$ cat config.mk
export PLATFORM = sky130hd
export DESIGN_NAME = tractive_ready_to_drive_sequencer
export DESIGN_NICKNAME = d
export VERILOG_FILES = /design/src/design/trtd_pkg.sv /design/src/design/tractive_ready_to_drive_sequencer.sv
export SDC_FILE = /design/constraint.sdc
export NUM_CORES = 1
export LEC_CHECK = 0
export BUFFER_PORTS_ARGS = -buffer_cell sky130_fd_sc_hd__buf_4
export CAP_MARGIN = 5
export CORE_MARGIN = 2
export CORE_UTILIZATION = 25
export CTS_CLUSTER_DIAMETER = 200
export DETAILED_ROUTE_END_ITERATION = 8
export PLACE_DENSITY_LB_ADDON = 0.1
export SLEW_MARGIN = 0
export SYNTH_ARGS = -nofsm -noshare
export SYNTH_HDL_FRONTEND = slang
export SYNTH_SLANG_ARGS = --single-unit
$ cat constraint.sdc
create_clock -name clk -period 7.56 [get_ports clk]
set_input_delay 0.378 -clock clk [delete_from_list [all_inputs] [get_ports clk]]
set_output_delay 0.378 -clock clk [all_outputs]
set_load 0.05 [all_outputs]
$ cat src/design/trtd_pkg.sv
package trtd_pkg;

  // Sequencer modes, also the ts_state code of a result word
  typedef enum logic [2:0] {
    MODE_IDLE     = 3'd0,
    MODE_CLOSING  = 3'd1,
    MODE_WAIT_R2D = 3'd2,
    MODE_START_INV = 3'd3,
    MODE_BUZZER   = 3'd4,
    MODE_DRIVING  = 3'd5,
    MODE_ERROR    = 3'd6
  } mode_t;

  // Contactor status codes
  localparam logic [1:0] CON_OTHER  = 2'd0;
  localparam logic [1:0] CON_READY  = 2'd1;
  localparam logic [1:0] CON_ACTIVE = 2'd2;
  localparam logic [1:0] CON_ERROR  = 2'd3;

  // Inverter status codes
  localparam logic [1:0] INV_OTHER   = 2'd0;
  localparam logic [1:0] INV_DRIVE   = 2'd1;
  localparam logic [1:0] INV_ERROR   = 2'd2;
  localparam logic [1:0] INV_UNKNOWN = 2'd3;

  // Contactor commands
  localparam logic [1:0] CCMD_NONE  = 2'd0;
  localparam logic [1:0] CCMD_CLOSE = 2'd1;
  localparam logic [1:0] CCMD_OPEN  = 2'd2;

  // Inverter commands
  localparam logic [1:0] ICMD_NONE  = 2'd0;
  localparam logic [1:0] ICMD_START = 2'd1;
  localparam logic [1:0] ICMD_STOP  = 2'd2;

  // Register indexes
  localparam logic [1:0] CFG_CLOSE_TIMEOUT = 2'd0;
  localparam logic [1:0] CFG_BUZZER_LENGTH = 2'd1;
  localparam logic [1:0] CFG_MAX_TORQUE    = 2'd2;

  // Register reset values
  localparam logic [15:0] CLOSE_TIMEOUT_RESET = 16'd1000;
  localparam logic [15:0] BUZZER_LENGTH_RESET = 16'd2000;
  localparam logic [14:0] MAX_TORQUE_RESET    = 15'd0;

  typedef struct packed {
    logic [31:0]        now_ms;
    logic               loop_closed;
    logic               tsas_pressed;
    logic               start_pressed;
    logic               brakes_on;
    logic [1:0]         contactor_status;
    logic [1:0]         inverter_status;
    logic signed [15:0] drive_fraction;
  } in_word_t;

  typedef struct packed {
    logic [2:0]  ts_state;
    logic [1:0]  contactor_cmd;
    logic [1:0]  inverter_cmd;
    logic        buzzer_level;
    logic        r2d_led;
    logic        torque_valid;
    logic [14:0] torque_request;
  } out_word_t;

endpackage

$ cat src/design/tractive_ready_to_drive_sequencer.sv
// Accepted words go to the input register; results are written to the result register.
// Throughput: one word per cycle while out_stall is low; a single pass of step logic
// sits between input and result registers; mode and timer registers update with it.
// Reset (rst, synchronous, active high): mode idle, timers and buzzer cleared,
// registers back to 1000 ms close timeout, 2000 ms buzzer, zero max torque.
module tractive_ready_to_drive_sequencer (
  input  logic                clk,
  input  logic                rst,
  input  logic                in_valid,
  output logic                in_stall,
  input  trtd_pkg::in_word_t  in_word,
  output logic                out_valid,
  input  logic                out_stall,
  output trtd_pkg::out_word_t out_word,
  input  logic                cfg_write,
  input  logic [1:0]          cfg_index,
  input  logic [15:0]         cfg_data
);

  // Configuration registers
  logic [15:0] close_timeout_ms;
  logic [15:0] buzzer_length_ms;
  logic [14:0] max_torque;

  // Input register
  logic               hold_valid;
  trtd_pkg::in_word_t hold_word;

  // Sequencer state
  trtd_pkg::mode_t mode, mode_pre, mode_next;
  logic [31:0]     close_start_time, close_start_time_next;
  logic [31:0]     buzzer_start_time, buzzer_start_time_next;
  logic            buzzer_held, buzzer_held_next;

  logic        advance;
  logic        in_accept;
  logic        lp;
  logic        con_fault;
  logic        inv_bad;
  logic [31:0] close_limit;
  logic [31:0] buzzer_limit;
  logic        close_due;
  logic        buzzer_due;
  logic [1:0]  ccmd;
  logic [1:0]  icmd;
  logic [14:0] frac_pos;
  logic [29:0] product;
  logic [14:0] torque_raw;
  logic [14:0] torque_clamped;
  logic        driving;

  // Handshake: the held word moves on when the result register is free
  assign advance   = hold_valid && (!out_valid || !out_stall);
  assign in_stall  = hold_valid && out_valid && out_stall;
  assign in_accept = in_valid && !in_stall;

  always_ff @(posedge clk) begin
    if (rst) begin
      hold_valid <= 1'b0;
    end else if (in_accept) begin
      hold_valid <= 1'b1;
    end else if (advance) begin
      hold_valid <= 1'b0;
    end
  end

  always_ff @(posedge clk) begin
    if (in_accept) begin
      hold_word <= in_word;
    end
  end

  // Configuration writes
  always_ff @(posedge clk) begin
    if (rst) begin
      close_timeout_ms <= trtd_pkg::CLOSE_TIMEOUT_RESET;
      buzzer_length_ms <= trtd_pkg::BUZZER_LENGTH_RESET;
      max_torque       <= trtd_pkg::MAX_TORQUE_RESET;
    end else if (cfg_write) begin
      case (cfg_index)
        trtd_pkg::CFG_CLOSE_TIMEOUT: close_timeout_ms <= cfg_data;
        trtd_pkg::CFG_BUZZER_LENGTH: buzzer_length_ms <= cfg_data;
        trtd_pkg::CFG_MAX_TORQUE:    max_torque       <= cfg_data[14:0];
        default: ;
      endcase
    end
  end

  // Status decode and deadlines (wrapped 32-bit sum, unsigned compare)
  assign lp           = hold_word.loop_closed;
  assign con_fault    = hold_word.contactor_status == trtd_pkg::CON_ERROR;
  assign inv_bad      = (hold_word.inverter_status == trtd_pkg::INV_ERROR) ||
                        (hold_word.inverter_status == trtd_pkg::INV_UNKNOWN);
  assign close_limit  = close_start_time + 32'(close_timeout_ms);
  assign buzzer_limit = buzzer_start_time + 32'(buzzer_length_ms);
  assign close_due    = hold_word.now_ms > close_limit;
  assign buzzer_due   = hold_word.now_ms > buzzer_limit;

  // Safety pre-checks: contactor fault forces error, open loop falls to idle
  always_comb begin
    mode_pre = mode;
    if (con_fault) begin
      mode_pre = trtd_pkg::MODE_ERROR;
    end
    if (!lp && mode_pre != trtd_pkg::MODE_ERROR) begin
      mode_pre = trtd_pkg::MODE_IDLE;
    end
  end

  // Next state and timers
  always_comb begin
    mode_next              = mode_pre;
    close_start_time_next  = close_start_time;
    buzzer_start_time_next = buzzer_start_time;
    buzzer_held_next       = buzzer_held;
    case (mode_pre)
      trtd_pkg::MODE_IDLE: begin
        if (hold_word.contactor_status == trtd_pkg::CON_READY && lp &&
            hold_word.tsas_pressed) begin
          mode_next             = trtd_pkg::MODE_CLOSING;
          close_start_time_next = hold_word.now_ms;
        end
      end
      trtd_pkg::MODE_CLOSING: begin
        if (hold_word.contactor_status == trtd_pkg::CON_ACTIVE && lp) begin
          mode_next = trtd_pkg::MODE_WAIT_R2D;
        end else if (!lp) begin
          mode_next = trtd_pkg::MODE_IDLE;
        end else if (close_due) begin
          mode_next = trtd_pkg::MODE_ERROR;
        end
      end
      trtd_pkg::MODE_WAIT_R2D: begin
        if (hold_word.contactor_status == trtd_pkg::CON_ACTIVE && lp &&
            hold_word.brakes_on && hold_word.start_pressed) begin
          mode_next = trtd_pkg::MODE_START_INV;
        end
      end
      trtd_pkg::MODE_START_INV: begin
        if (hold_word.inverter_status == trtd_pkg::INV_DRIVE) begin
          buzzer_held_next       = 1'b1;
          mode_next              = trtd_pkg::MODE_BUZZER;
          buzzer_start_time_next = hold_word.now_ms;
        end else if (inv_bad) begin
          mode_next = trtd_pkg::MODE_ERROR;
        end
      end
      trtd_pkg::MODE_BUZZER: begin
        if (buzzer_due) begin
          buzzer_held_next = 1'b0;
          mode_next        = trtd_pkg::MODE_DRIVING;
        end
      end
      trtd_pkg::MODE_DRIVING: begin
        if (inv_bad) begin
          mode_next = trtd_pkg::MODE_ERROR;
        end
      end
      default: ;
    endcase
  end

  // Commands for this tick; inverter stop from the pre-checks on loop or contactor fault while it reports drive
  always_comb begin
    icmd = (hold_word.inverter_status == trtd_pkg::INV_DRIVE && (!lp || con_fault)) ?
           trtd_pkg::ICMD_STOP : trtd_pkg::ICMD_NONE;
    ccmd = (con_fault || !lp) ? trtd_pkg::CCMD_OPEN : trtd_pkg::CCMD_NONE;
    case (mode_pre)
      trtd_pkg::MODE_IDLE: begin
        if (hold_word.contactor_status == trtd_pkg::CON_READY && lp &&
            hold_word.tsas_pressed) begin
          ccmd = trtd_pkg::CCMD_CLOSE;
        end
      end
      trtd_pkg::MODE_CLOSING: begin
        if (!(hold_word.contactor_status == trtd_pkg::CON_ACTIVE && lp) &&
            (!lp || close_due)) begin
          ccmd = trtd_pkg::CCMD_OPEN;
        end
      end
      trtd_pkg::MODE_WAIT_R2D: begin
        if (hold_word.contactor_status == trtd_pkg::CON_ACTIVE && lp &&
            hold_word.brakes_on && hold_word.start_pressed) begin
          icmd = trtd_pkg::ICMD_START;
        end
      end
      trtd_pkg::MODE_ERROR: begin
        icmd = trtd_pkg::ICMD_STOP;
      end
      default: ;
    endcase
  end

  // Torque: positive fraction times max, Q15 truncated, clamped to max
  assign frac_pos       = hold_word.drive_fraction[15] ? 15'd0 : hold_word.drive_fraction[14:0];
  assign product        = 30'(frac_pos) * 30'(max_torque);
  assign torque_raw     = product[29:15];
  assign torque_clamped = (torque_raw > max_torque) ? max_torque : torque_raw;
  assign driving        = mode_next == trtd_pkg::MODE_DRIVING;

  // State update, one step per word
  always_ff @(posedge clk) begin
    if (rst) begin
      mode              <= trtd_pkg::MODE_IDLE;
      close_start_time  <= 32'd0;
      buzzer_start_time <= 32'd0;
      buzzer_held       <= 1'b0;
    end else if (advance) begin
      mode              <= mode_next;
      close_start_time  <= close_start_time_next;
      buzzer_start_time <= buzzer_start_time_next;
      buzzer_held       <= buzzer_held_next;
    end
  end

  // Result register
  always_ff @(posedge clk) begin
    if (rst) begin
      out_valid <= 1'b0;
    end else if (advance) begin
      out_valid <= 1'b1;
    end else if (!out_stall) begin
      out_valid <= 1'b0;
    end
  end

  always_ff @(posedge clk) begin
    if (advance) begin
      out_word.ts_state       <= mode_next;
      out_word.contactor_cmd  <= ccmd;
      out_word.inverter_cmd   <= icmd;
      out_word.buzzer_level   <= buzzer_held_next;
      out_word.r2d_led        <= driving;
      out_word.torque_valid   <= driving;
      out_word.torque_request <= driving ? torque_clamped : 15'd0;
    end
  end

  // Error is sticky until reset
  a_error_sticky: assert property (@(posedge clk) disable iff (rst)
    mode == trtd_pkg::MODE_ERROR |=> mode == trtd_pkg::MODE_ERROR)
    else $error("left error mode without reset");

  // Mode only moves when a word is processed
  a_mode_hold: assert property (@(posedge clk) disable iff (rst)
    !advance |=> $stable(mode))
    else $error("mode changed without a word");

  // No torque outside driving
  a_torque_zero: assert property (@(posedge clk) disable iff (rst)
    out_valid && !out_word.torque_valid |-> out_word.torque_request == 15'd0)
    else $error("torque request without valid");

  // Torque never exceeds the clamp
  a_torque_max: assert property (@(posedge clk) disable iff (rst)
    out_valid |-> out_word.torque_request <= max_torque)
    else $error("torque request above max");

  // Lamp follows the driving state of the result
  a_led_state: assert property (@(posedge clk) disable iff (rst)
    $rose(out_valid) |-> out_word.r2d_led == (out_word.ts_state == trtd_pkg::MODE_DRIVING))
    else $error("lamp and state disagree");

endmodule

==> reports/results.ini <==
[synth]
synth-edff-count = 80
synth.top_cell.area_share_pct = 18.62
async_reset_ff_share_pct = 0
synth_cells = 2026
ys_types = 81
yosys-top-cells-area = fa_1 (19%), ha_1 (14%), edfxtp_1 (13%)
synthFlopType = dfxtp_1
ys_seq_elements = 197
syn_nets = 2475
synth_area_um2 = 18060
yosysSeqAreaShare_pct = 26.27
ys_warn_count = 0
yosys.area.top_type = fa_1
synth.avg_cell_area_um2 = 8.913

[worst_setup_path]
cp.required_ns = 7.88
cp-start-kind = flop
crit_path_frequent_cell = fa_1
cp_num_buf_inv = 7
cp-end-kind = flop
critPathSlowestCell = fa_2
path_max_fanout = 7
critical_path_class = flop to flop
cp_data_arrival_time_ns = 8.09
critPathMaxStageDelay_ns = 0.56
cpLargestDelayFamily = adder cells

[grt]
grt_pass1_wl_um = 85590
grt_max_degree = 79
grtUsageTotal_pct = 14.94
grt_pass1_vias = 15070
antenna_found_initial = 0
grt-ovfl-total = 0

[route]
route.detailed.drc = 0
wl_met1_um = 25120
totalWireLength_um = 53910
drt_iter0_drc = 586
wl_per_cell_um = 16.94
dr_wl_met3_um = 1850
wl_met2_um = 25930
viasPerCell = 4.469
highest_layer = met4
first_pass_iters = 5
drtAntennaViolNets = 0
num_vias = 14220

[cells_and_area]
final_cell_mix = nand2_1 (374), inv_1 (229), buf_4 (221), ha_1 (185), fa_1 (161)
multi_input_area_um2 = 12830
fill_cells = 7452
layout-drive-gt1-share_pct = 18.41
layout_commonest_cell = nand2_1
fin_area_um2 = 22370
seq_area_um2 = 4745
syn_to_final_growth_pct = 23.86
antenna_cells = 0
finalNetCount = 2668

[sta]
fin_crit_ns = 7.771
fin_crit_sh_pct = 102.8
fin_skew_ns = 0.01321
worst_slew_pin_slew_ns = 0.9222
slew_headroom_pct = 38.52
fmaxAchievable_mhz = 128.7
finalSetupViolCount = 14
worst_slack_ns = -0.2112
tns_ns = -1.719
grt_setup_unrepaired = true
finalHoldViolCount = 0
slew_viol_final = 0

[floorplan]
die_area_um2 = 74400
die_height_um = 272.8
ios = 106
core_area_um2 = 71490
die_w_um = 272.8
start_util_pct = 25.26
num_rows = 98

[placed_design]
pre_cts_ws_ns = -0.3833
place_congestion = 0.8304
io_buffers = 105
dp_hpwl_um = 43420
post_dp_cell_area_um2 = 20990

[clock_network]
htreeDepth = 4
cts_root_buffer = clkbuf_16
tritoncts = yes
cts_buffers = 17
cts_sinks = 197
clk_pin_slew_ns = 0.09
clk_latency_ns = 0.50
clock_path_buffers = 2

[power]
power_density_nw_per_um2 = 126.1
p_leak_nw = 9.887
peakVddDrop_v = 0.0001466

[worst_hold_path]
hold_path.class = input pin to flop

[status]
violations = setup timing
status = finished, violations left

[job]
drv_cap = 0

-- what timing repair did --
item / 4_1_cts / 5_1_grt
cloned: 1 / 0
endpoints found under the hold margin: 7 / 0
pin swaps: 27 / 34
setup buffers: 14 / 9
setup endpoints to repair: 15 / 15
resized for setup: 55 / 43
hold buffers: 7 / 0
-- stage by stage --
step | power, mW | std cells | hold WS (ns) | util [%]
floorplan | 1.550 | 2026 | 0.4400 | -
global placement | 1.784 | 3120 | 0.4466 | 29.37
detailed placement | 1.785 | 3120 | 0.4529 | 29.37
CTS | 2.843 | 3174 | 0.0002463 | 30.91
global route | 2.994 | 3182 | 0.003933 | 31.29
finish | 2.821 | 3182 | 0.04551 | 31.29
-- sequential cells by signal, indices dropped and copies added (netlist names) --
name and count:
hold_word 55, buzzer_start_time 32, out_word 24, buzzer_held 1, out_valid 1, mode 3
max_torque 15, lp 1, close_timeout_ms 16, close_start_time 32, buzzer_length_ms 16, hold_valid 1
-- worst reg2reg max path, delay by kind of cell (launching register included) --
kind | cells | cell delay (ns)
compound gates | 6 | 1.35
fa+ha+maj | 8 | 3.47
buf+inv | 7 | 0.99
flops | 1 | 0.46
mux | 1 | 0.26
simple gates | 9 | 1.08
-- layout make-up --
cell class                      instances  area share (%)
Tap cell                              950           5.314
Sequential cell                       197           21.21
Inverter                              241           4.044
Clock inverter                         15          0.7887
Clock buffer                           17           1.902
Timing Repair Buffer                  252           9.398
Multi-Input combinational cell       1510           57.34
-- Yosys cell counts (all sizes together), types with 36 or more instances --
cell and number:
nand2 384, inv 240, ha 202, a21oi 170, fa 168, and2 127
dfxtp 117, edfxtp 80, clkbuf 72, nor2 69, xnor2 44, nand3 37
o21ai 36
-- final timing paths --
check	start	end	slack, ns	depth (start not counted)
worst min-delay path	in_word[47]	hold_word[47]	0.05	1
worst max-delay path	hold_word[15]	out_word[12]	-0.21	31
worst max register to register	hold_word[15]	out_word[12]	-0.21	31
worst min register to register	close_start_time[4]	close_start_time[4]	0.46	2
-- cells by family after synthesis --
family / count (synthesis) / synth area share (%)
AND/OR/NAND/NOR: 752 / 19.90
adder cells (fa/ha/maj): 370 / 32.62
buffers and inverters: 319 / 6.721
AO/OA/AOI/OAI: 311 / 10.70
flip-flops: 197 / 26.27
XOR/XNOR: 71 / 3.444
multiplexers: 6 / 0.3395
-- where the power goes --
part           leakage (nW)  internal [mW]  switching (mW)
Combinational          7.86          0.300           0.353
Clock                 0.292          0.450           0.534
Sequential             1.73           1.14          0.0409
Total                  9.89           1.89           0.928
-- layer usage --
metal / up-vias / GRT usage, %
met4: 0 / 3.918
li1: 7039 / -
met3: 49 / 2.689
met5: - / 0
met1: 6909 / 19.50
met2: 222 / 25.35
(Power assumes the default switching activity.)
